$ cat config.mk
export PLATFORM = sky130hd
export DESIGN_NAME = keypad_pin_verifier
export DESIGN_NICKNAME = d
export VERILOG_FILES = /design/src/hdl/kpv_pkg.sv /design/src/hdl/keypad_pin_verifier.sv
export SDC_FILE = /design/constraint.sdc
export NUM_CORES = 1
export LEC_CHECK = 0
export BUFFER_PORTS_ARGS = -buffer_cell sky130_fd_sc_hd__buf_2
export CAP_MARGIN = 5
export CORE_MARGIN = 1.5
export CORE_UTILIZATION = 30
export DETAILED_ROUTE_END_ITERATION = 16
export PLACE_DENSITY_LB_ADDON = 0.05
export REMOVE_ABC_BUFFERS = 1
export SYNTH_ARGS = -nofsm -noshare
export SYNTH_HDL_FRONTEND = slang
export SYNTH_SLANG_ARGS = --single-unit
export TNS_END_PERCENT = 5
$ cat constraint.sdc
create_clock -name aclk -period 4.7 [get_ports aclk]
set_input_delay 0 -clock aclk [delete_from_list [all_inputs] [get_ports aclk]]
set_output_delay 0 -clock aclk [all_outputs]
set_load 0.02 [all_outputs]
$ cat src/hdl/kpv_pkg.sv
// ----------------------------------------------------------------------------
// kpv_pkg: shared types and constants of the keypad PIN verifier
// Key codes, outcome and verdict codes, and configuration register indexes.
// ----------------------------------------------------------------------------
package kpv_pkg;

    // ASCII key codes
    localparam logic [7:0] KEY_0 = 8'h30;
    localparam logic [7:0] KEY_9 = 8'h39;
    localparam logic [7:0] KEY_B = 8'h42;
    localparam logic [7:0] KEY_C = 8'h43;
    localparam logic [7:0] KEY_D = 8'h44;

    localparam logic [15:0] HOLD_RESET = 16'd2000;
    localparam logic [15:0] CNT_MAX    = 16'hFFFF;

    // input word kinds (tuser)
    localparam logic MODE_KEY  = 1'b0;
    localparam logic MODE_TICK = 1'b1;

    // configuration register indexes
    localparam logic REG_PIN  = 1'b0;
    localparam logic REG_HOLD = 1'b1;

    typedef enum logic [1:0] {
        OUT_ENTERING = 2'd0,
        OUT_HOLDING  = 2'd1,
        OUT_UNLOCK   = 2'd2,
        OUT_CANCEL   = 2'd3
    } outcome_t;

    typedef enum logic [1:0] {
        MSG_NONE       = 2'd0,
        MSG_CORRECT    = 2'd1,
        MSG_WRONG      = 2'd2,
        MSG_INCOMPLETE = 2'd3
    } message_t;

    typedef struct packed {
        logic [15:0] entry_digits;
        logic [2:0]  digit_count;
        message_t    message;
        outcome_t    outcome;
    } result_t;

endpackage

$ cat src/hdl/keypad_pin_verifier.sv
// ----------------------------------------------------------------------------
// keypad_pin_verifier: keypad PIN entry and check with a timed verdict hold
// Collects digit keys, checks them against the stored PIN on 'C' and holds
// the verdict for a programmable number of millisecond ticks.
// ----------------------------------------------------------------------------
// Usage:
//   The input stream carries one word per key press or millisecond tick:
//   s_tuser selects the kind (0 key, 1 tick), s_tdata holds the ASCII key.
//   Every accepted word produces exactly one result word on the m_ stream,
//   reporting outcome, verdict message, digit count and the BCD entry.
//   The entry state and the result register are updated at the accepting
//   edge, so a result is valid in the cycle after its word is accepted.
//   Throughput is one word per cycle: s_tready stays high while the result
//   register is empty or being drained in the same cycle. When the receiver
//   stalls, the result holds in the output register and s_tready drops until
//   it is taken.
//   The APB port sets stored_pin (address 0) and hold_ticks (address 4);
//   write it only while no result is outstanding.
//   Reset (aresetn low, synchronous) clears the entry, ends any hold, empties
//   the result register and loads stored_pin = 0, hold_ticks = 2000.
// ----------------------------------------------------------------------------
module keypad_pin_verifier #(
    parameter int PIN_DIGITS = 4
) (
    input  logic        aclk,
    input  logic        aresetn,
    // input stream
    input  logic        s_tvalid,
    output logic        s_tready,
    input  logic [7:0]  s_tdata,   // [7:0] key_code
    input  logic        s_tuser,   // [0] mode
    // result stream
    output logic        m_tvalid,
    input  logic        m_tready,
    output logic [23:0] m_tdata,   // [1:0] outcome, [3:2] message,
                                   // [6:4] digit_count, [22:7] entry_digits
    // configuration
    input  logic        psel,
    input  logic        penable,
    input  logic        pwrite,
    input  logic [2:0]  paddr,
    input  logic [31:0] pwdata,
    output logic [31:0] prdata,
    output logic        pready
);
    import kpv_pkg::*;

    localparam int CNT_W  = $clog2(PIN_DIGITS + 1);
    localparam int PACK_W = 4 * PIN_DIGITS;
    localparam int EXT_W  = (PACK_W > 16) ? PACK_W : 16;
    localparam int CEXT_W = (CNT_W > 3) ? CNT_W : 3;
    localparam logic [CNT_W-1:0] CNT_FULL = CNT_W'(PIN_DIGITS);

    // configuration registers
    logic [15:0] pin_reg;
    logic [15:0] hold_ticks_reg;

    // entry state
    logic [3:0]       digit_reg [PIN_DIGITS];
    logic [3:0]       digit_next [PIN_DIGITS];
    logic [CNT_W-1:0] cnt_reg, cnt_next;
    logic             holding_reg, holding_next;
    logic [15:0]      hold_cnt_reg, hold_cnt_next;
    message_t         verdict_reg, verdict_next;

    // result register
    logic    out_valid_reg;
    result_t out_reg, out_next;

    logic              accept;
    logic              cfg_wr;
    logic [15:0]       limit;
    logic [15:0]       hold_inc;
    logic [PACK_W-1:0] cur_vec, new_vec;
    logic [EXT_W-1:0]  cur_ext, new_ext;
    logic [CEXT_W-1:0] cnt_ext;
    outcome_t          outcome;
    message_t          message;

    assign s_tready = !out_valid_reg || m_tready;
    assign accept   = s_tvalid && s_tready;
    assign m_tvalid = out_valid_reg;
    assign m_tdata  = {1'b0, out_reg};

    assign pready = 1'b1;
    assign cfg_wr = psel && penable && pwrite && pready;
    assign prdata = (paddr[2] == REG_HOLD) ? {16'b0, hold_ticks_reg} : {16'b0, pin_reg};

    always_ff @(posedge aclk) begin
        if (!aresetn) begin
            pin_reg        <= '0;
            hold_ticks_reg <= HOLD_RESET;
        end else if (cfg_wr) begin
            if (paddr[2] == REG_HOLD) begin
                hold_ticks_reg <= pwdata[15:0];
            end else begin
                pin_reg <= pwdata[15:0];
            end
        end
    end

    // pack entry, first digit in the top nibble
    always_comb begin
        for (int i = 0; i < PIN_DIGITS; i++) begin
            cur_vec[4*(PIN_DIGITS-1-i) +: 4] = digit_reg[i];
            new_vec[4*(PIN_DIGITS-1-i) +: 4] = digit_next[i];
        end
    end

    assign cur_ext  = EXT_W'(cur_vec);
    assign new_ext  = EXT_W'(new_vec);
    assign cnt_ext  = CEXT_W'(cnt_next);
    assign limit    = (hold_ticks_reg == 16'd0) ? 16'd1 : hold_ticks_reg;
    assign hold_inc = (hold_cnt_reg == CNT_MAX) ? hold_cnt_reg : hold_cnt_reg + 16'd1;

    always_comb begin
        for (int i = 0; i < PIN_DIGITS; i++) begin
            digit_next[i] = digit_reg[i];
        end
        cnt_next      = cnt_reg;
        holding_next  = holding_reg;
        hold_cnt_next = hold_cnt_reg;
        verdict_next  = verdict_reg;
        outcome       = OUT_ENTERING;
        message       = MSG_NONE;

        if (holding_reg) begin
            outcome = OUT_HOLDING;
            message = verdict_reg;
            if (s_tuser == MODE_TICK) begin
                hold_cnt_next = hold_inc;
                if (hold_inc >= limit) begin
                    // hold over: clear entry and report
                    outcome       = (verdict_reg == MSG_CORRECT) ? OUT_UNLOCK : OUT_ENTERING;
                    message       = MSG_NONE;
                    holding_next  = 1'b0;
                    hold_cnt_next = '0;
                    verdict_next  = MSG_NONE;
                    cnt_next      = '0;
                    for (int i = 0; i < PIN_DIGITS; i++) begin
                        digit_next[i] = '0;
                    end
                end
            end
        end else if (s_tuser == MODE_KEY) begin
            case (s_tdata) inside
                [KEY_0:KEY_9]: begin
                    if (cnt_reg < CNT_FULL) begin
                        for (int i = 0; i < PIN_DIGITS; i++) begin
                            if (cnt_reg == CNT_W'(i)) begin
                                digit_next[i] = 4'(s_tdata - KEY_0);
                            end
                        end
                        cnt_next = cnt_reg + 1'b1;
                    end
                end
                KEY_D: begin
                    if (cnt_reg != '0) begin
                        for (int i = 0; i < PIN_DIGITS; i++) begin
                            if (cnt_reg == CNT_W'(i + 1)) begin
                                digit_next[i] = '0;
                            end
                        end
                        cnt_next = cnt_reg - 1'b1;
                    end
                end
                KEY_B: begin
                    cnt_next = '0;
                    for (int i = 0; i < PIN_DIGITS; i++) begin
                        digit_next[i] = '0;
                    end
                    outcome = OUT_CANCEL;
                end
                KEY_C: begin
                    if (cnt_reg == CNT_FULL) begin
                        verdict_next = (cur_ext == EXT_W'(pin_reg)) ? MSG_CORRECT : MSG_WRONG;
                    end else begin
                        verdict_next = MSG_INCOMPLETE;
                    end
                    holding_next  = 1'b1;
                    hold_cnt_next = '0;
                    outcome       = OUT_HOLDING;
                    message       = verdict_next;
                end
                default: begin
                end
            endcase
        end

        out_next.outcome      = outcome;
        out_next.message      = message;
        out_next.digit_count  = cnt_ext[2:0];
        out_next.entry_digits = new_ext[15:0];
    end

    always_ff @(posedge aclk) begin
        if (!aresetn) begin
            for (int i = 0; i < PIN_DIGITS; i++) begin
                digit_reg[i] <= '0;
            end
            cnt_reg       <= '0;
            holding_reg   <= 1'b0;
            hold_cnt_reg  <= '0;
            verdict_reg   <= MSG_NONE;
            out_valid_reg <= 1'b0;
        end else begin
            if (accept) begin
                for (int i = 0; i < PIN_DIGITS; i++) begin
                    digit_reg[i] <= digit_next[i];
                end
                cnt_reg       <= cnt_next;
                holding_reg   <= holding_next;
                hold_cnt_reg  <= hold_cnt_next;
                verdict_reg   <= verdict_next;
                out_valid_reg <= 1'b1;
            end else if (m_tready) begin
                out_valid_reg <= 1'b0;
            end
        end
    end

    always_ff @(posedge aclk) begin
        if (accept) begin
            out_reg <= out_next;
        end
    end

`ifndef NO_ASSERTIONS
    a_cnt_range: assert property (@(posedge aclk) disable iff (!aresetn)
        cnt_reg <= CNT_FULL)
        else $error("digit count beyond PIN length");

    a_hold_verdict: assert property (@(posedge aclk) disable iff (!aresetn)
        holding_reg |-> verdict_reg != MSG_NONE)
        else $error("hold without a verdict");

    a_idle_counter: assert property (@(posedge aclk) disable iff (!aresetn)
        !holding_reg |-> hold_cnt_reg == 16'd0 && verdict_reg == MSG_NONE)
        else $error("hold counter or verdict left over outside a hold");

    a_key_dropped: assert property (@(posedge aclk) disable iff (!aresetn)
        accept && holding_reg && s_tuser == MODE_KEY |=> $stable(cnt_reg) && holding_reg)
        else $error("key during hold changed the entry");

    a_unlock_clear: assert property (@(posedge aclk) disable iff (!aresetn)
        m_tvalid && out_reg.outcome == OUT_UNLOCK |->
            out_reg.digit_count == 3'd0 && out_reg.entry_digits == 16'd0)
        else $error("unlock result with a nonempty entry");
`endif

endmodule
# Yosys cells after proc, flatten, opt, wreduce, memory -nomap -nowiden
# Memories as Yosys holds them, arrays and structs flattened.
# Cells that the tools add are included.
# op_classes
add_sub_neg,4
n_lt_le_gt_ge,4
eq_ne,18
muxes,80
bitwise_logic,5
n_reduce_logical,16
# ops
cell,n
$mux W16,20
$mux W2,24
$mux W4,12
$mux W3,9
$eq A8 B7 Y1 const B,3
$add A16 B1 Y16 const B,1
$eq A16 B16 Y1,1
$eq A16 B16 Y1 const B,1
$ge A16 B16 Y1,1
$logic_not A16 Y1,1
$mux W1,15
$ne A2 B2 Y1 const B,7
$ge A8 B6 Y1 const B,1
$le A8 B6 Y1 const B,1
$reduce_and A7 Y1,1
$eq A3 B2 Y1 const B,2
$reduce_and A6 Y1,1
$reduce_bool A2 Y1,3
$logic_and A1 B1 Y1,4
$or A1 B1 Y1,4
$reduce_and A2 Y1,2
$sub A4 B1 Y4 const B,1
$add A3 B1 Y3 const B,1
$eq A3 B1 Y1 const B,1
10 further kinds,10
# totals
reg_bits,78
mem_bits_rw,16
out_inout_bits,59
memories,1
# memory_table
name,words,word_bits,read_ports,rd_clocked_by_memory_dff,write_ports,line,rtl
digit_reg,4,4,4,0,4,keypad_pin_verifier.sv:59,logic [3:0] digit_reg [PIN_DIGITS];

# Depth between registers and ports, before layout
# An unclocked memory read counts as a cell.
# depth
ltp_word,10
ltp_mapped,14
mapped_depth_nobuf,13

# Worst setup path before layout
# No wires, ideal clock.
# synth_path
path_type,reg-to-reg
from,register hold_cnt_reg[9]
to,"memory digit_reg[0][2], data pin"
setup_time_ns,0.132
t_arrival_ns,3.097
t_required_ns,4.568
path_slack_ns,1.471
path_stages_with_launch,14
synth_period_minus_slack_ns,3.229
cell_sequence,dfxtp_1 clkbuf_1 nand4_1 nor3_2 nand2_1 and4_1 xor2_1 ha_1 a2111o_1 a31o_1 o21ba_1 buf_6 o32ai_4 a22o_1
# synth_lines
element,line,rtl
from (decl),keypad_pin_verifier.sv:63,"logic [15:0] hold_cnt_reg, hold_cnt_next;"
from (signal assigned),keypad_pin_verifier.sv:213,hold_cnt_reg <= hold_cnt_next;
to (decl),keypad_pin_verifier.sv:59,

==> impl_results.md <==
* Status: finished, final reports clean
* Worst hold path type: in -> reg
* Avg Inst Size Synth at 8.95 sq um
* CTS clock-pin slew for the worst setup and hold paths at 0.07 ns
* Clk_lat worst skew at approximately 0.35 ns
* Share of cells above drive strength 1 at between 10% and 20%
* Final Util at 36.2%
* Final Cycle Share at between 80% and 90%
* CP Capture Type: flip-flop
* First-pass GRT wire length at 25200 microns
* WS Path Type: reg -> reg
* # diodes at 0
* Antenna viol nets, final at 0
* Remaining routing DRC violations at 0
* Worst path cell trace: ha_1, nand3_1, nor3_1, a31oi_1, a41oi_1, ha_1, nand4_1, nor3_1, a31o_1, o21ba_1, o22ai_1, a22o_1
* Design Area, Final at 6530 sq um
* Slew HR at 17.8%
* Final number of hold-violating endpoints at 0
* H-tree Lvls at 3
* Core ar. at 18000 sq um
* Power Density at roughly 290 nW/um^2
* Fin Setup TNS at 0 ns
* Min-delay src: aresetn
* 1st-pass router iterations at 4
* I/O pins at 110
* Buffer count from post-CTS setup fixing at 0
* Most frequent cell after synthesis: nand2_1
* Largest net degree at the start of global routing at 45
* PortBufs at between 70 and 80
* Initial drt markers at 308
* Clock tree from TritonCTS: built
* Reg2reg end: m_tdata[20]$_DFFE_PP_
* Starting Density at between 30% and 40%
* Final setup vio count at 0
* Number of register bits inferred by synthesis at 94
* CP Launch Type: flip-flop
* Reg2reg path depth at 12
* Post_cts resized at 0
* Primary FF master, synth: dfxtp_1
* Unrepaired setup endpoints after global routing: no
* Post-synth EDFFs at 39
* Routed len/inst at between 15 and 20 microns
* Ys Warns at 0
* Skew final at roughly 0.0073 ns
* Worst-Margin Slew at between 1 and 1.5 ns
* Final min period at between 4 and 5 ns
* Crit-path max cell delay at approximately 0.54 ns
* Final wirelength at around 16000 microns
* Fmax at approximately 0.24 GHz
* Die Wd at 139 microns
* Top cell type's share of synthesized area at a little over a fifth
* Cell area after synthesis at 5540 sq um
* Overall Global Routing Usage at between 10% and 20%
* Area contributors post-synth: edfxtp_1 (21%), dfxtp_1 (20%), nand2_1 (6.7%)
* Hold path depth at 2
* Top cells by count, synth: nand2_1 (99), a21oi_1 (59), dfxtp_1 (55)
* CP max stage cell: o21ba_1
* Max-slew violations at 0
* Maximum vdd drop at ~190 uV
* Vias per inst at approximately 5.1
* CTS max path bufs at 2
* Die ar. at between 15000 and 20000 sq um
* FP Rows at 49
* FF-to-FF Start: hold_cnt_reg[0]$_SDFFE_PN0P_
* CP Max Fanout at 9
* Area grow syn2layout at 17.9%
* DR vias at 4767
* R2R Setup Slk at about 0.50 ns
* Post-synthesis async set-or-reset flop share at 0%
* Crit path arrival time at 4.30 ns
* Hold EP: hold_ticks_reg[6]$_SDFFE_PN1P_
* Cell variety after synth at 65
* Crit path required time at between 4 and 5 ns
* Register area share after synthesis at about two fifths
* Initial antenna violation count at 0
* Cells after Synth at 619
* GR Overflow Total at 0
* Leak Pwr at 2.52 nW
* RePlAce Congestion at 0.846
* Total of max-cap violations at 0
* Filler Cell Count at approximately 1.9k
* Root Buffer: clkbuf_16
* Max reg flops at 23
* HPWL Detailed at around 12000 microns
* Yosys top cell by area: edfxtp_1
* Vias in the first global route at about 4.5k
* Clock sinks at 94
* Die height at 139 microns
* Final #Nets at 768
* Post-DP Area at a little over 6000 sq um
* Num CTS Buffers at 9
power breakdown:
group | total [W] | internal [W] | switching [W]
combinational | 0.000203 | 0.0000755 | 0.000127
sequential | 0.000905 | 0.000883 | 0.0000227
clock | 0.000808 | 0.000471 | 0.000336
layout by cell type (no fill, tap or decap), drive strengths merged, types with 6 or more instances in the layout:
cell,count
o211ai,9
edfxtp,39
xnor2,22
a21oi,59
nor2,28
buf,77
a22o,32
conb,18
nor3,13
clkbuf,10
dfxtp,55
and2,6
inv,32
nand3,24
o21ai,20
mux2,18
a31oi,9
dlygate4sd3,18
nand2b,8
nand2,99
nand4,18
ha,22
per-stage QoR:
step                setup WS, ns  hold slack [ns]  total power, W  cells
global placement           0.689            0.253         0.00112    895
finish                     0.503           0.0918         0.00192    929
detailed placement         0.510            0.262         0.00112    895
global route               0.153           0.0987         0.00200    929
CTS                        0.504           0.0744         0.00195    929
floorplan                   1.27           0.0889         0.00103    589
what timing repair did:
action | CTS | global route
endpoints found under the hold margin | 33 | 0
endpoints found under the setup margin | 0 | 0
hold buffers | 18 | 0
how the worst max path moves through the flow:
| stage | from | slack (ns) | endpoint | depth (start not counted) |
|---|---|---|---|---|
| after global placement | hold_cnt_reg[0]$_SDFFE_PN0P_ | 0.69 | m_tdata[20]$_DFFE_PP_ | 12 |
| final | hold_cnt_reg[0]$_SDFFE_PN0P_ | 0.50 | m_tdata[20]$_DFFE_PP_ | 12 |
| after global routing | hold_cnt_reg[0]$_SDFFE_PN0P_ | 0.15 | m_tdata[20]$_DFFE_PP_ | 12 |
| after CTS | hold_cnt_reg[0]$_SDFFE_PN0P_ | 0.50 | m_tdata[20]$_DFFE_PP_ | 12 |
| after detailed placement | hold_cnt_reg[0]$_SDFFE_PN0P_ | 0.51 | m_tdata[20]$_DFFE_PP_ | 12 |
| after floorplan | hold_cnt_reg[0]$_SDFFE_PN0P_ | 1.27 | cnt_reg[1]$_SDFFE_PN0P_ | 12 |
logic make-up (layout without fill, tap and decap cells):
kind of cell / Yosys count / count (layout) / synth area share (%)
other: 2 / 18 / 0.136
XOR/XNOR: 23 / 23 / 3.64
adder cells (fa/ha/maj): 22 / 22 / 4.97
flip-flops: 94 / 94 / 41.0
AND/OR/NAND/NOR: 222 / 222 / 19.5
multiplexers: 19 / 19 / 3.84
buffers and inverters: 76 / 141 / 6.55
AO/OA/AOI/OAI: 161 / 161 / 20.3
per-layer routing:
layer | part of all wire [%] | vias up | track usage (%)
li1 | - | 2373 | -
met1 | 48 | 2252 | 23.3
met2 | 46 | 120 | 26.2
met3 | 4.3 | 22 | 2.49
met4 | 1.9 | 0 | 6.30
met5 | 0 | - | 0
critical path: cells and delay by family (launching register included):
family | cells | cell delay [ns]
simple gates | 4 | 1.22
fa+ha+maj | 2 | 0.44
compound gates | 6 | 1.82
flops | 1 | 0.46
final cells by class:
class | instances | area (sq um) | share of cell area, %
Clock buffer | 10 | 229 | 3.51
Clock inverter | 6 | 91.3 | 1.40
Inverter | 30 | 113 | 1.72
Multi-Input combinational cell | 465 | 2960 | 45.4
Sequential cell | 94 | 2270 | 34.8
Tap cell | 229 | 287 | 4.39
Timing Repair Buffer | 95 | 576 | 8.81
Power figures use the tool's default switching activity.
